File: src/rtl/core/pgmog_pkg.sv
// ----------------------------------------------------------------------------
// pgmog_pkg
// Types and constants shared by the PGM to occupancy grid converter and its
// port checker.
// ----------------------------------------------------------------------------
package pgmog_pkg;

  // Default size limits
  localparam int MAX_WIDTH_DEF  = 4096;
  localparam int MAX_HEIGHT_DEF = 4096;

  localparam int ACC_W = 17;   // decimal accumulator, saturates at ACC_SAT
  localparam int THR_W = 17;   // Q1.16 thresholds
  localparam int LIM_W = 33;   // threshold scaled by maxval
  localparam int MAXV_W = 16;
  localparam int IDX_W = 24;
  localparam int CFG_IDX_W = 2;

  localparam logic [ACC_W-1:0] ACC_SAT    = 17'd65536;
  localparam logic [ACC_W-1:0] SAMPLE_MAX = 17'd65535;

  localparam logic [THR_W-1:0] OCC_THR_RST  = 17'd42598;  // 0.65
  localparam logic [THR_W-1:0] FREE_THR_RST = 17'd16384;  // 0.25

  localparam logic signed [7:0] CELL_OCC     = 8'sd100;
  localparam logic signed [7:0] CELL_FREE    = 8'sd0;
  localparam logic signed [7:0] CELL_UNKNOWN = -8'sd1;

  // Characters of the file format
  localparam logic [7:0] CH_TAB   = 8'd9;
  localparam logic [7:0] CH_LF    = 8'd10;
  localparam logic [7:0] CH_CR    = 8'd13;
  localparam logic [7:0] CH_SPACE = 8'd32;
  localparam logic [7:0] CH_HASH  = 8'd35;
  localparam logic [7:0] CH_ZERO  = 8'd48;
  localparam logic [7:0] CH_TWO   = 8'd50;
  localparam logic [7:0] CH_FIVE  = 8'd53;
  localparam logic [7:0] CH_NINE  = 8'd57;
  localparam logic [7:0] CH_P     = 8'd80;

  typedef enum logic [2:0] {
    ERR_NONE   = 3'd0,
    ERR_MAGIC  = 3'd1,
    ERR_HEADER = 3'd2,
    ERR_SIZE   = 3'd3,
    ERR_SHORT  = 3'd4
  } err_code_t;

  typedef enum logic [CFG_IDX_W-1:0] {
    CFG_NEGATE   = 2'd0,
    CFG_OCC_THR  = 2'd1,
    CFG_FREE_THR = 2'd2
  } cfg_reg_t;

  typedef struct packed {
    logic [7:0] data_byte;
    logic       start_of_file;
    logic       end_of_file;
  } in_item_t;

  typedef struct packed {
    logic signed [7:0] cell_value;
    logic [IDX_W-1:0]  cell_index;
    logic [2:0]        error_code;
    logic              last;
  } out_item_t;

endpackage

File: src/rtl/core/pgm_to_occupancy_grid.sv
// ----------------------------------------------------------------------------
// pgm_to_occupancy_grid
// Parses a PGM (P5/P2) byte stream and emits one occupancy cell per pixel,
// with a row-flipped grid index, or an error result.
// ----------------------------------------------------------------------------
// A result is registered in the queue when its byte is taken. Throughput:
//   one byte per cycle while in_stall is low; each byte is handled by one pass
//   through the parser logic into a four-entry result queue. A byte yields up
//   to two results; in_stall rises while fewer than two queue slots are free.
// Reset: synchronous, active low; parser returns to expecting the magic,
//   queue empties, configuration returns to its defaults.
module pgm_to_occupancy_grid #(
  parameter int MAX_WIDTH  = pgmog_pkg::MAX_WIDTH_DEF,
  parameter int MAX_HEIGHT = pgmog_pkg::MAX_HEIGHT_DEF
) (
  input  logic                           clk,
  input  logic                           rst_n,
  input  logic                           in_valid,
  output logic                           in_stall,
  input  pgmog_pkg::in_item_t            in_data,
  output logic                           out_valid,
  input  logic                           out_stall,
  output pgmog_pkg::out_item_t           out_data,
  input  logic                           cfg_valid,
  output logic                           cfg_ready,
  input  logic [pgmog_pkg::CFG_IDX_W-1:0] cfg_index,
  input  logic [pgmog_pkg::THR_W-1:0]    cfg_data
);
  import pgmog_pkg::*;

  localparam int CW   = $clog2(MAX_WIDTH * MAX_HEIGHT + 1);  // cell count
  localparam int CLW  = $clog2(MAX_WIDTH + 1);               // column
  localparam int IXW  = (CW > IDX_W) ? CW : IDX_W;
  localparam int QD   = 4;
  localparam int QPW  = $clog2(QD);
  localparam int QCW  = $clog2(QD + 1);

  typedef enum logic [12:0] {
    PH_MAG_SKIP  = 13'b0000000000001,
    PH_MAG_P     = 13'b0000000000010,
    PH_MAG_END   = 13'b0000000000100,
    PH_W_SKIP    = 13'b0000000001000,
    PH_W_NUM     = 13'b0000000010000,
    PH_H_SKIP    = 13'b0000000100000,
    PH_H_NUM     = 13'b0000001000000,
    PH_M_SKIP    = 13'b0000010000000,
    PH_M_NUM     = 13'b0000100000000,
    PH_DATA_SKIP = 13'b0001000000000,
    PH_DATA_NUM  = 13'b0010000000000,
    PH_DONE      = 13'b0100000000000,
    PH_ERROR     = 13'b1000000000000
  } phase_t;

  // Configuration
  logic             negate_r;
  logic [THR_W-1:0] occ_thr_r;
  logic [THR_W-1:0] free_thr_r;

  // Parser state
  phase_t            ph_r, ph_nxt;
  logic              cmt_r, cmt_nxt;
  logic              asc_r, asc_nxt;
  logic [ACC_W-1:0]  acc_r, acc_nxt;
  logic [ACC_W-1:0]  wid_r, wid_nxt;
  logic [ACC_W-1:0]  hgt_r, hgt_nxt;
  logic [MAXV_W-1:0] max_r, max_nxt;
  logic [CW-1:0]     cells_r, cells_nxt;   // W*H during header, then remaining
  logic [CW-1:0]     rb_r, rb_nxt;
  logic [CLW-1:0]    col_r, col_nxt;
  logic [LIM_W-1:0]  occ_lim_r, occ_lim_nxt;
  logic [LIM_W-1:0]  free_lim_r, free_lim_nxt;

  // Result queue
  out_item_t        q_r [QD];
  logic [QPW-1:0]   wr_ptr_r, rd_ptr_r;
  logic [QCW-1:0]   cnt_r;

  logic in_fire, out_fire;
  logic [7:0] b;
  logic [3:0] digit;
  logic is_digit, is_space;

  assign in_fire  = in_valid & ~in_stall;
  assign out_fire = out_valid & ~out_stall;
  assign b        = in_data.data_byte;
  assign digit    = b[3:0];
  assign is_digit = (b >= CH_ZERO) && (b <= CH_NINE);
  assign is_space = (b == CH_SPACE) || ((b >= CH_TAB) && (b <= CH_CR));

  // Decimal accumulation, and width * height built digit by digit alongside
  logic [20:0]       acc_x10;
  logic [ACC_W-1:0]  acc_step;
  logic [20:0]       dw;
  logic [CW-1:0]     cells_step;
  logic [LIM_W-1:0]  occ_prod, free_prod;
  logic              size_bad;

  assign acc_x10    = 21'({acc_r, 3'b000}) + 21'({acc_r, 1'b0}) + 21'(digit);
  assign acc_step   = (acc_x10 > 21'(ACC_SAT)) ? ACC_SAT : acc_x10[ACC_W-1:0];
  assign dw         = 21'(digit) * 21'(wid_r);
  assign cells_step = CW'({cells_r, 3'b000}) + CW'({cells_r, 1'b0}) + CW'(dw);

  // thresholds scaled by maxval when the header ends (17 x 16 bits)
  assign occ_prod   = LIM_W'(occ_thr_r) * LIM_W'(acc_r[MAXV_W-1:0]);
  assign free_prod  = LIM_W'(free_thr_r) * LIM_W'(acc_r[MAXV_W-1:0]);

  assign size_bad = (wid_r == '0) || (wid_r > ACC_W'(MAX_WIDTH))
                 || (hgt_r == '0) || (hgt_r > ACC_W'(MAX_HEIGHT))
                 || (acc_r == '0) || (acc_r > SAMPLE_MAX);

  // Cell classification
  logic [ACC_W-1:0]  pix;
  logic signed [17:0] frac;
  logic              is_occ, is_free;
  logic [IXW-1:0]    idx_wide;
  logic [CW-1:0]     rem_dec;
  logic [CLW-1:0]    col_inc;
  out_item_t         cell_res;

  assign pix  = (ph_r == PH_DATA_NUM) ? acc_r : ACC_W'(b);
  assign frac = negate_r ? $signed({1'b0, pix})
                         : $signed({2'b00, max_r} - {1'b0, pix});
  assign is_occ  = $signed({frac, 16'h0000}) > $signed({1'b0, occ_lim_r});
  assign is_free = $signed({frac, 16'h0000}) < $signed({1'b0, free_lim_r});
  assign idx_wide = IXW'(rb_r) + IXW'(col_r);
  assign rem_dec  = cells_r - CW'(1);
  assign col_inc  = col_r + CLW'(1);

  always_comb begin
    cell_res.cell_value = is_occ ? CELL_OCC : (is_free ? CELL_FREE : CELL_UNKNOWN);
    cell_res.cell_index = idx_wide[IDX_W-1:0];
    cell_res.error_code = ERR_NONE;
    cell_res.last       = (rem_dec == '0);
  end

  // Per-byte parse
  logic       emit, tail_chk, fail_now;
  err_code_t  fail_code;
  logic [1:0] n_res;
  out_item_t  res0, res1;

  always_comb begin
    ph_nxt       = ph_r;
    cmt_nxt      = cmt_r;
    asc_nxt      = asc_r;
    acc_nxt      = acc_r;
    wid_nxt      = wid_r;
    hgt_nxt      = hgt_r;
    max_nxt      = max_r;
    cells_nxt    = cells_r;
    rb_nxt       = rb_r;
    col_nxt      = col_r;
    occ_lim_nxt  = occ_lim_r;
    free_lim_nxt = free_lim_r;
    emit         = 1'b0;
    tail_chk     = 1'b0;
    fail_now     = 1'b0;
    fail_code    = ERR_NONE;
    n_res        = 2'd0;
    res0         = '0;
    res1         = '0;

    // Other fields are always loaded before they are read, so a restart
    // only needs the phase and the comment flag.
    if (in_data.start_of_file) begin
      ph_nxt  = PH_MAG_SKIP;
      cmt_nxt = 1'b0;
    end

    if (in_data.end_of_file) begin
      case (ph_nxt)
        PH_MAG_SKIP, PH_MAG_P: begin
          fail_now  = 1'b1;
          fail_code = ERR_MAGIC;
        end
        PH_MAG_END, PH_W_SKIP, PH_W_NUM, PH_H_SKIP, PH_H_NUM, PH_M_SKIP: begin
          fail_now  = 1'b1;
          fail_code = ERR_HEADER;
        end
        PH_M_NUM: begin
          fail_now  = 1'b1;
          fail_code = size_bad ? ERR_SIZE : ERR_SHORT;
        end
        PH_DATA_SKIP: begin
          fail_now  = 1'b1;
          fail_code = ERR_SHORT;
        end
        PH_DATA_NUM: begin
          if (acc_r > SAMPLE_MAX) begin
            fail_now  = 1'b1;
            fail_code = ERR_SHORT;
          end else begin
            ph_nxt   = PH_DATA_SKIP;
            emit     = 1'b1;
            tail_chk = 1'b1;
          end
        end
        default: ;
      endcase
    end else begin
      case (ph_nxt)
        PH_MAG_SKIP: begin
          if (cmt_nxt) begin
            if (b == CH_LF) cmt_nxt = 1'b0;
          end else if (b == CH_HASH) begin
            cmt_nxt = 1'b1;
          end else if (!is_space) begin
            if (b == CH_P) begin
              ph_nxt = PH_MAG_P;
            end else begin
              fail_now  = 1'b1;
              fail_code = ERR_MAGIC;
            end
          end
        end
        PH_MAG_P: begin
          if (b == CH_FIVE) begin
            asc_nxt = 1'b0;
            ph_nxt  = PH_MAG_END;
          end else if (b == CH_TWO) begin
            asc_nxt = 1'b1;
            ph_nxt  = PH_MAG_END;
          end else begin
            fail_now  = 1'b1;
            fail_code = ERR_MAGIC;
          end
        end
        PH_MAG_END: begin
          if (is_space) begin
            ph_nxt = PH_W_SKIP;
          end else begin
            fail_now  = 1'b1;
            fail_code = ERR_MAGIC;
          end
        end
        PH_W_SKIP, PH_H_SKIP, PH_M_SKIP: begin
          if (cmt_r) begin
            if (b == CH_LF) cmt_nxt = 1'b0;
          end else if (b == CH_HASH) begin
            cmt_nxt = 1'b1;
          end else if (!is_space) begin
            if (is_digit) begin
              acc_nxt = ACC_W'(digit);
              if (ph_r == PH_W_SKIP) begin
                ph_nxt = PH_W_NUM;
              end else if (ph_r == PH_H_SKIP) begin
                ph_nxt    = PH_H_NUM;
                cells_nxt = CW'(dw);
              end else begin
                ph_nxt = PH_M_NUM;
              end
            end else begin
              fail_now  = 1'b1;
              fail_code = ERR_HEADER;
            end
          end
        end
        PH_W_NUM, PH_H_NUM, PH_M_NUM: begin
          if (is_digit) begin
            acc_nxt = acc_step;
            if (ph_r == PH_H_NUM) cells_nxt = cells_step;
          end else if (!is_space) begin
            fail_now  = 1'b1;
            fail_code = ERR_HEADER;
          end else if (ph_r == PH_W_NUM) begin
            wid_nxt = acc_r;
            ph_nxt  = PH_H_SKIP;
          end else if (ph_r == PH_H_NUM) begin
            hgt_nxt = acc_r;
            ph_nxt  = PH_M_SKIP;
          end else if (size_bad) begin
            fail_now  = 1'b1;
            fail_code = ERR_SIZE;
          end else begin
            // header complete: cells_r already holds width * height
            max_nxt      = acc_r[MAXV_W-1:0];
            occ_lim_nxt  = occ_prod;
            free_lim_nxt = free_prod;
            col_nxt      = '0;
            rb_nxt       = cells_r - CW'(wid_r);
            ph_nxt       = PH_DATA_SKIP;
          end
        end
        PH_DATA_SKIP: begin
          if (!asc_r) begin
            emit = 1'b1;
          end else if (is_digit) begin
            acc_nxt = ACC_W'(digit);
            ph_nxt  = PH_DATA_NUM;
          end else if (!is_space) begin
            fail_now  = 1'b1;
            fail_code = ERR_SHORT;
          end
        end
        PH_DATA_NUM: begin
          if (is_digit) begin
            acc_nxt = acc_step;
          end else if (!is_space || (acc_r > SAMPLE_MAX)) begin
            fail_now  = 1'b1;
            fail_code = ERR_SHORT;
          end else begin
            ph_nxt = PH_DATA_SKIP;
            emit   = 1'b1;
          end
        end
        default: ;
      endcase
    end

    if (fail_now) begin
      res0.error_code = fail_code;
      res0.last       = 1'b1;
      n_res           = 2'd1;
      ph_nxt          = PH_ERROR;
      cmt_nxt         = 1'b0;
    end else if (emit) begin
      res0      = cell_res;
      n_res     = 2'd1;
      cells_nxt = rem_dec;
      if (ACC_W'(col_inc) >= wid_r) begin
        col_nxt = '0;
        rb_nxt  = rb_r - CW'(wid_r);
      end else begin
        col_nxt = col_inc;
      end
      if (rem_dec == '0) begin
        ph_nxt = PH_DONE;
      end else if (tail_chk) begin
        // file ended on the value but cells are still owed
        res1.error_code = ERR_SHORT;
        res1.last       = 1'b1;
        n_res           = 2'd2;
        ph_nxt          = PH_ERROR;
      end
    end
  end

  always_ff @(posedge clk) begin
    if (!rst_n) begin
      ph_r  <= PH_MAG_SKIP;
      cmt_r <= 1'b0;
    end else if (in_fire) begin
      ph_r  <= ph_nxt;
      cmt_r <= cmt_nxt;
    end
  end

  always_ff @(posedge clk) begin
    if (in_fire) begin
      asc_r      <= asc_nxt;
      acc_r      <= acc_nxt;
      wid_r      <= wid_nxt;
      hgt_r      <= hgt_nxt;
      max_r      <= max_nxt;
      cells_r    <= cells_nxt;
      rb_r       <= rb_nxt;
      col_r      <= col_nxt;
      occ_lim_r  <= occ_lim_nxt;
      free_lim_r <= free_lim_nxt;
    end
  end

  // Configuration registers
  assign cfg_ready = 1'b1;

  always_ff @(posedge clk) begin
    if (!rst_n) begin
      negate_r   <= 1'b0;
      occ_thr_r  <= OCC_THR_RST;
      free_thr_r <= FREE_THR_RST;
    end else if (cfg_valid && cfg_ready) begin
      case (cfg_index)
        CFG_NEGATE:   negate_r   <= cfg_data[0];
        CFG_OCC_THR:  occ_thr_r  <= cfg_data;
        CFG_FREE_THR: free_thr_r <= cfg_data;
        default: ;
      endcase
    end
  end

  // Result queue
  logic [1:0]     push_n;
  logic [QPW-1:0] wr_ptr_p1;

  assign push_n    = in_fire ? n_res : 2'd0;
  assign wr_ptr_p1 = wr_ptr_r + QPW'(1);

  always_ff @(posedge clk) begin
    for (int i = 0; i < QD; i++) begin
      if ((push_n != 2'd0) && (QPW'(i) == wr_ptr_r)) begin
        q_r[i] <= res0;
      end else if ((push_n == 2'd2) && (QPW'(i) == wr_ptr_p1)) begin
        q_r[i] <= res1;
      end
    end
  end

  always_ff @(posedge clk) begin
    if (!rst_n) begin
      wr_ptr_r <= '0;
      rd_ptr_r <= '0;
      cnt_r    <= '0;
    end else begin
      wr_ptr_r <= wr_ptr_r + QPW'(push_n);
      rd_ptr_r <= rd_ptr_r + QPW'(out_fire);
      cnt_r    <= cnt_r + QCW'(push_n) - QCW'(out_fire);
    end
  end

  assign in_stall  = (cnt_r > QCW'(QD - 2));
  assign out_valid = (cnt_r != '0);
  assign out_data  = q_r[rd_ptr_r];

endmodule

File: config.mk
export PLATFORM = sky130hd
export DESIGN_NAME = pgm_to_occupancy_grid
export DESIGN_NICKNAME = d
export VERILOG_FILES = /design/src/rtl/core/pgmog_pkg.sv /design/src/rtl/core/pgm_to_occupancy_grid.sv
export SDC_FILE = /design/constraint.sdc
export NUM_CORES = 2
export LEC_CHECK = 0
export ABC_AREA = 1
export BUFFER_PORTS_ARGS = -buffer_cell sky130_fd_sc_hd__buf_2
export CAP_MARGIN = 20
export CORE_AREA = 2 2 406 287
export CTS_CLUSTER_SIZE = 14
export DETAILED_ROUTE_END_ITERATION = 16
export DIE_AREA = 0 0 408 289
export SYNTH_ARGS = -nofsm -noshare
export SYNTH_HDL_FRONTEND = slang
export SYNTH_SLANG_ARGS = --single-unit
File: constraint.sdc
create_clock -name clk -period 11.63 [get_ports clk]
set_input_delay 2.326 -clock clk [delete_from_list [all_inputs] [get_ports clk]]
set_output_delay 2.326 -clock clk [all_outputs]
set_load 0.1 [all_outputs]
=== Yosys cells after proc, flatten, opt, wreduce, memory -nomap -nowiden ===
Memories as Yosys holds them, arrays and structs flattened. A register that Yosys moved wholly into a read port is not among the register bits.
Cells that the tools add are included.

* $add $sub $neg: 15
* Multipliers: 3
* Magnitude comparators: 12
* Equal/unequal tests: 36
* Multiplexer cells: 187
* Bitwise logic cells: 13
* Reduce and logical (&&, ||, !) cells: 45

{| class="wikitable"
|+ Operators with widths
! kind !! number
|-
| 25-bit 2-to-1 mux || 21
|-
| 13-bit 2-to-1 mux || 38
|-
| 36-bit 2-to-1 mux || 7
|-
| 17-bit 2-to-1 mux || 8
|-
| 13-bit case mux with 7 select lines || 1
|-
| 36-bit OR reduction || 2
|-
| 1-bit 2-to-1 mux || 68
|-
| 17-bit by 16-bit multiplier with 33-bit output || 2
|-
| 17-bit zero test || 3
|-
| 17-bit case mux with 3 select lines || 1
|-
| 25-bit case mux with 2 select lines || 1
|-
| 25-bit by 17-bit subtractor with 25-bit output || 2
|-
| 17-bit by 13-bit greater-than comparator with 1-bit output (second input constant) || 2
|-
| 34-bit greater-than comparator || 1
|-
| 34-bit less-than comparator || 1
|-
| 2-bit 2-to-1 mux || 17
|-
| 8-bit by 6-bit == test with 1-bit output (second input constant) || 4
|-
| 32-bit 2-to-1 mux || 1
|-
| 13-bit by 11-bit == test with 1-bit output (second input constant) || 2
|-
| 13-bit by 4-bit == test with 1-bit output (second input constant) || 2
|-
| 13-bit by 5-bit == test with 1-bit output (second input constant) || 2
|-
| 13-bit by 6-bit == test with 1-bit output (second input constant) || 2
|-
| 13-bit by 7-bit == test with 1-bit output (second input constant) || 2
|-
| 25-bit by 21-bit adder with 25-bit output || 1
|-
| other kinds (64) || 120
|}

* Flip-flop bits (word level): 253
* Bits in writable memories: 144
* Input bits: 34
* Output and inout port bits: 39
* Memories: 1

{| class="wikitable"
|+ Memory list
! memory !! words !! width !! rd ports !! clocked after memory_dff !! wr ports !! line !! source
|-
| q_r || 4 || 36 || 1 || 1 || 2 || pgm_to_occupancy_grid.sv:74 || <nowiki>out_item_t q_r [QD];</nowiki>
|}

=== Logic depth before layout (Yosys ltp) ===
* Word-level depth: 23
* Depth in mapped cells: 34
* Depth with buffers taken out: 34

=== Worst setup path before layout ===
No wires, ideal clock.

* Path type: input -> register
* From: in in_data[3] in the netlist's numbering
* To: reg cells_r[22] (data pin)
* Setup time: 0.261 ns
* Arrival: 7.295 ns
* Data required time: 11.369 ns
* Slack: 4.074 ns
* Cell stages on the path: 26
* Buffers on the path: 3
* Cells stage by stage: buf_2 clkbuf_1 buf_1 nand2_1 fa_1 fa_1 inv_1 fa_1 nand3_1 nand2_1 a21oi_1 o21ai_0 nand2_1 nand4_1 xor2_1 fa_1 inv_1 ha_1 nand2_1 nor4_1 o21ai_0 nand3_1 o21ai_0 a21oi_1 nand3b_1 a31oi_1

* Cells in the longest elaborated chain, start to end: 11
* Elaborated cells on any way between the ends: 49
* Classes of those cells: 1 x add/sub; 1 x mul; 4 x order compare; 5 x eq/ne; 33 x mux; 5 x reduce/logical

{| class="wikitable"
|+ Ends and longest elaborated chain
! what !! line !! source
|-
| start, declared || pgm_to_occupancy_grid.sv:20 || <nowiki>input pgmog_pkg::in_item_t in_data,</nowiki>
|-
| parallel branches: the longest is 10 deep, another holds 25-bit by 21-bit adder with 25-bit output || n/a ||
|-
| 25-bit 2-to-1 mux * || pgm_to_occupancy_grid.sv:310 || <nowiki>if (fail_now) begin</nowiki>
|-
| net cells_nxt[22] || pgm_to_occupancy_grid.sv:67 || <nowiki>logic [CW-1:0] cells_r, cells_nxt;</nowiki>
|-
| end signal, assigned || pgm_to_occupancy_grid.sv:355 || <nowiki>cells_r <= cells_nxt;</nowiki>
|-
| end, declared || pgm_to_occupancy_grid.sv:67 ||
|}

Mark *: on every way through the listed nets, which the timed path passes.
A chain may end at the register's enable or synchronous reset.

=== Final worst setup path ===
* From: in in_data[5] in the netlist's numbering
* To: reg cells_r[21] (data pin)

The elaborated chain is that of the path after synthesis.

==> summary.md <==
| Metric | Value |
|---|---|
| Vias in the first global route | 38800 |
| Synth Area in Compound Gates | 0.0962 |
| H-tree Lvls | 2 |
| Wirelength per Cell | approximately 19 um |
| Reported max-cap violation count | 0 |
| Post-synthesis mux area share | 0.00215 |
| RSZ-0062 raised after global routing | no |
| Slew Viols, Final | 0 |
| Inst Count DP | between 7000 and 8000 |
| Initial Util | 0.407 |
| Initial DRC count | 3740 |
| Nature of the critical path endpoint | flop |
| GRT overflow | 0 |
| Die area | ~120000 um^2 |
| Initial antenna violation count | 5 |
| CTS resizes | 0 |
| Yosys synthesis warning count | 0 |
| FF+latch count, synth | between 300 and 400 |
| Status | finished clean |
| Top_reg_cell synth | edfxtp_1 |
| Area Overhead vs Synth | 7.11% |
| Top post-synthesis cells by count | nand2_1 (1330), inv_1 (1208), nor2_1 (547) |
| Post-CTS Setup Bufs | 0 |
| Synth area leaders | fa_1 (20%), edfxtp_1 (19%), ha_1 (11%) |
| Adder-cell share of the synthesized area | 0.314 |
| CTS tree | built |
| Total GRT Usage | 0.247 |
| Final hold violation count | 0 |
| Layout cells sized above 1 | 0.0514 |
| Fin crit share | 0.677 |
| Buffers on Ports | between 70 and 80 |
| Root Buffer | clkbuf_16 |
| Max VDD drop | approximately 0.42 mV |
| Ant diodes | 0 |
| Hold_buf cts | 0 |
| Count leader, synth | nand2_1 |
| Layer with the highest usage | met1 |
| Syn Inst Count | ~6000 |
| GR Util met3 | 0.0492 |
| Slew HR | 0.256 |
| Startpoint Class | primary input |
| Boundary Pins | 73 |
| Met2 Use GR | 0.352 |
| Via count | around 40000 |
| Mapped cell area | ~46000 um^2 |
| Post-synth net total | just under 7000 |
| # clock sinks | between 300 and 400 |
| Detailed placement HPWL | ~110 mm |
| DR pass1 iterations | 8 |
| Largest family of logic cells by synthesized area | adder cells |
| Global-route wire length before repair | ~230 mm |
| Worst-path clk slew | 0.06 ns |
| Row count | 104 |
| ANT nets after route | 0 |
| Min cycle time layout | between 7 and 8 ns |
| Final setup vio count | 0 |
| Post-Synth Simple-Gate Area | 0.210 |
| Largest net degree at the start of global routing | 82 |
| Clock Skew | just over 0.04 ns |
| Final Util | 0.436 |
| EDFF count, synth | roughly 290 |
| Total power | ~12 mW |
| Routability Congestion | 0.970 |
| Longest Clk Path Bufs | 3 |
| Static Leakage | approximately 25 nW |
| Filler Cells Inserted | about 12000 |
| Fmax | 0.127 GHz |
| Std-Cell Core Area | between 100000 and 150000 um^2 |
| Critical Path Fanout Max | 20 |
| Post-Synth XOR/XNOR Area | 0.0326 |
| Routed WL | 145 mm |
| Required time of the critical path | 11.96 ns |
| Critical path type | in -> reg |
| Syn Area/Cell | 7.70 um^2 |
| Asr flop ratio synth | 0 |
| Insertion delay to the later sink of the worst-skew pair | 0.63 ns |
| Synth unique cells | 74 |
| Hold crit path type | reg -> reg |
| Final std cells w/o fill | between 7000 and 8000 |
| CTS Buf Count | 45 |
| Sequential cell area fraction in the yosys report | 0.222 |
| Vias per inst | about 5.3 |
| Slew @ Worst Pin | around 1.1 ns |
| Post-route DRC | 0 |
| Post-synth top area share | 0.203 |
| Yosys top cell by area | fa_1 |
| DIE WIDTH | between 400 and 500 um |
| Total Nets Final | 6908 |
| Die Ht | 289 um |
| PD cells | 242 nW/um^2 |
| Setup TNS | 0 ns |
| Arrival @ worst endpoint | slightly above 8 ns |
| Met1 Usage GRT | 0.387 |
cells by family (layout without fill, tap and decap cells):
logic type                 after synthesis  count (layout)
AOI/OAI and AO/OA                      791             791
xor gates and xnor gates               173             173
adders and majority gates              885             885
buffers and inverters                 1462            1448
DFF                                    372             372
muxes                                   10              10
other                                    1               1
and+or+nand+nor                       2346            2346
stage by stage:
step           setup WS [ns]  hold WS, ns  cell area (um^2)
6_report                3.75        0.464             49800
2_1_floorplan           4.07        0.440             46500
5_1_grt                 3.38        0.479             49800
3_3_place_gp            3.33        0.451             48200
4_1_cts                 3.91        0.465             49800
3_5_place_dp            3.30        0.457             48200
worst max-delay path: stages:
cell and delay (ns):
buf_2 0.26, nand2_1 0.12, inv_1 0.06, fa_1 0.53, inv_1 0.06, fa_1 0.52
inv_1 0.04, ha_1 0.34, a21oi_1 0.22, nor2_1 0.06, o21ai_0 0.18, o211ai_1 0.15
nor2_1 0.31, o21ai_0 0.22, or2_2 0.33, nand2_1 0.08, fa_1 0.41, ha_1 0.38
a21oi_1 0.22, o21ai_0 0.27, nor2_1 0.19, nand3_1 0.26, a21o_1 0.25, a21oi_1 0.10
o21ai_0 0.11, o211ai_1 0.09, a31oi_1 0.10
final timing paths:
check / start / end / slack (ns) / depth (start not counted)
max: in_data[5] / cells_r[21] / 3.75 / 27
min reg2reg: q_r[2][1] / q_r[2][1] / 0.46 / 2
max reg2reg: acc_r[1] / free_lim_r[26] / 4.30 / 22
min: q_r[2][1] / q_r[2][1] / 0.46 / 2
sequential cells by signal, indices dropped and copies added, names as in the netlist, 16 cells and up:
name / count
q_r: 120
free_lim_r: 33
occ_lim_r: 33
cells_r: 25
rb_r: 24
acc_r: 17
free_thr_r: 17
hgt_r: 17
occ_thr_r: 17
wid_r: 17
max_r: 16
layout by cell type (no fill, tap or decap), types with 17 or more instances in the layout:
cell	n
clkbuf_16	46
buf_2	72
nand2_1	1330
o211ai_1	31
o21a_1	18
edfxtp_1	288
buf_4	60
ha_1	413
nor2_2	19
a21oi_1	294
fa_1	472
nor2_1	544
a31oi_1	17
inv_1	1207
nor3_1	57
xnor2_1	60
dfxtp_1	83
nand3_1	237
o21ai_0	296
o22ai_1	34
nor4_1	17
nand4_1	62
xor2_1	113
per-layer routing:
metal  vias to the layer above  part of all wire  routed length (um)
met5                         -           0.00039                  56
li1                      18900                 -                   -
met4                         8             0.014                2070
met3                       134             0.090               13000
met2                      1388              0.40               57400
met1                     19300              0.50               72200
cell type report:
cell class,instances,area (um^2),share of cell area
Sequential cell,372,10300,0.207
Clock buffer,61,1240,0.0250
Clock inverter,23,290,0.00583
Timing Repair Buffer,133,838,0.0168
Tap cell,1537,1920,0.0386
Inverter,1231,4650,0.0933
Multi-Input combinational cell,4206,30500,0.613
power by group:
part	leakage, nW	internal, mW	switching [mW]
registers	3.18	1.87	0.165
logic	21.2	2.91	5.63
clock network	0.741	0.851	0.642
total	25.1	5.63	6.44
Note: power is estimated with default switching activity, not from simulation.
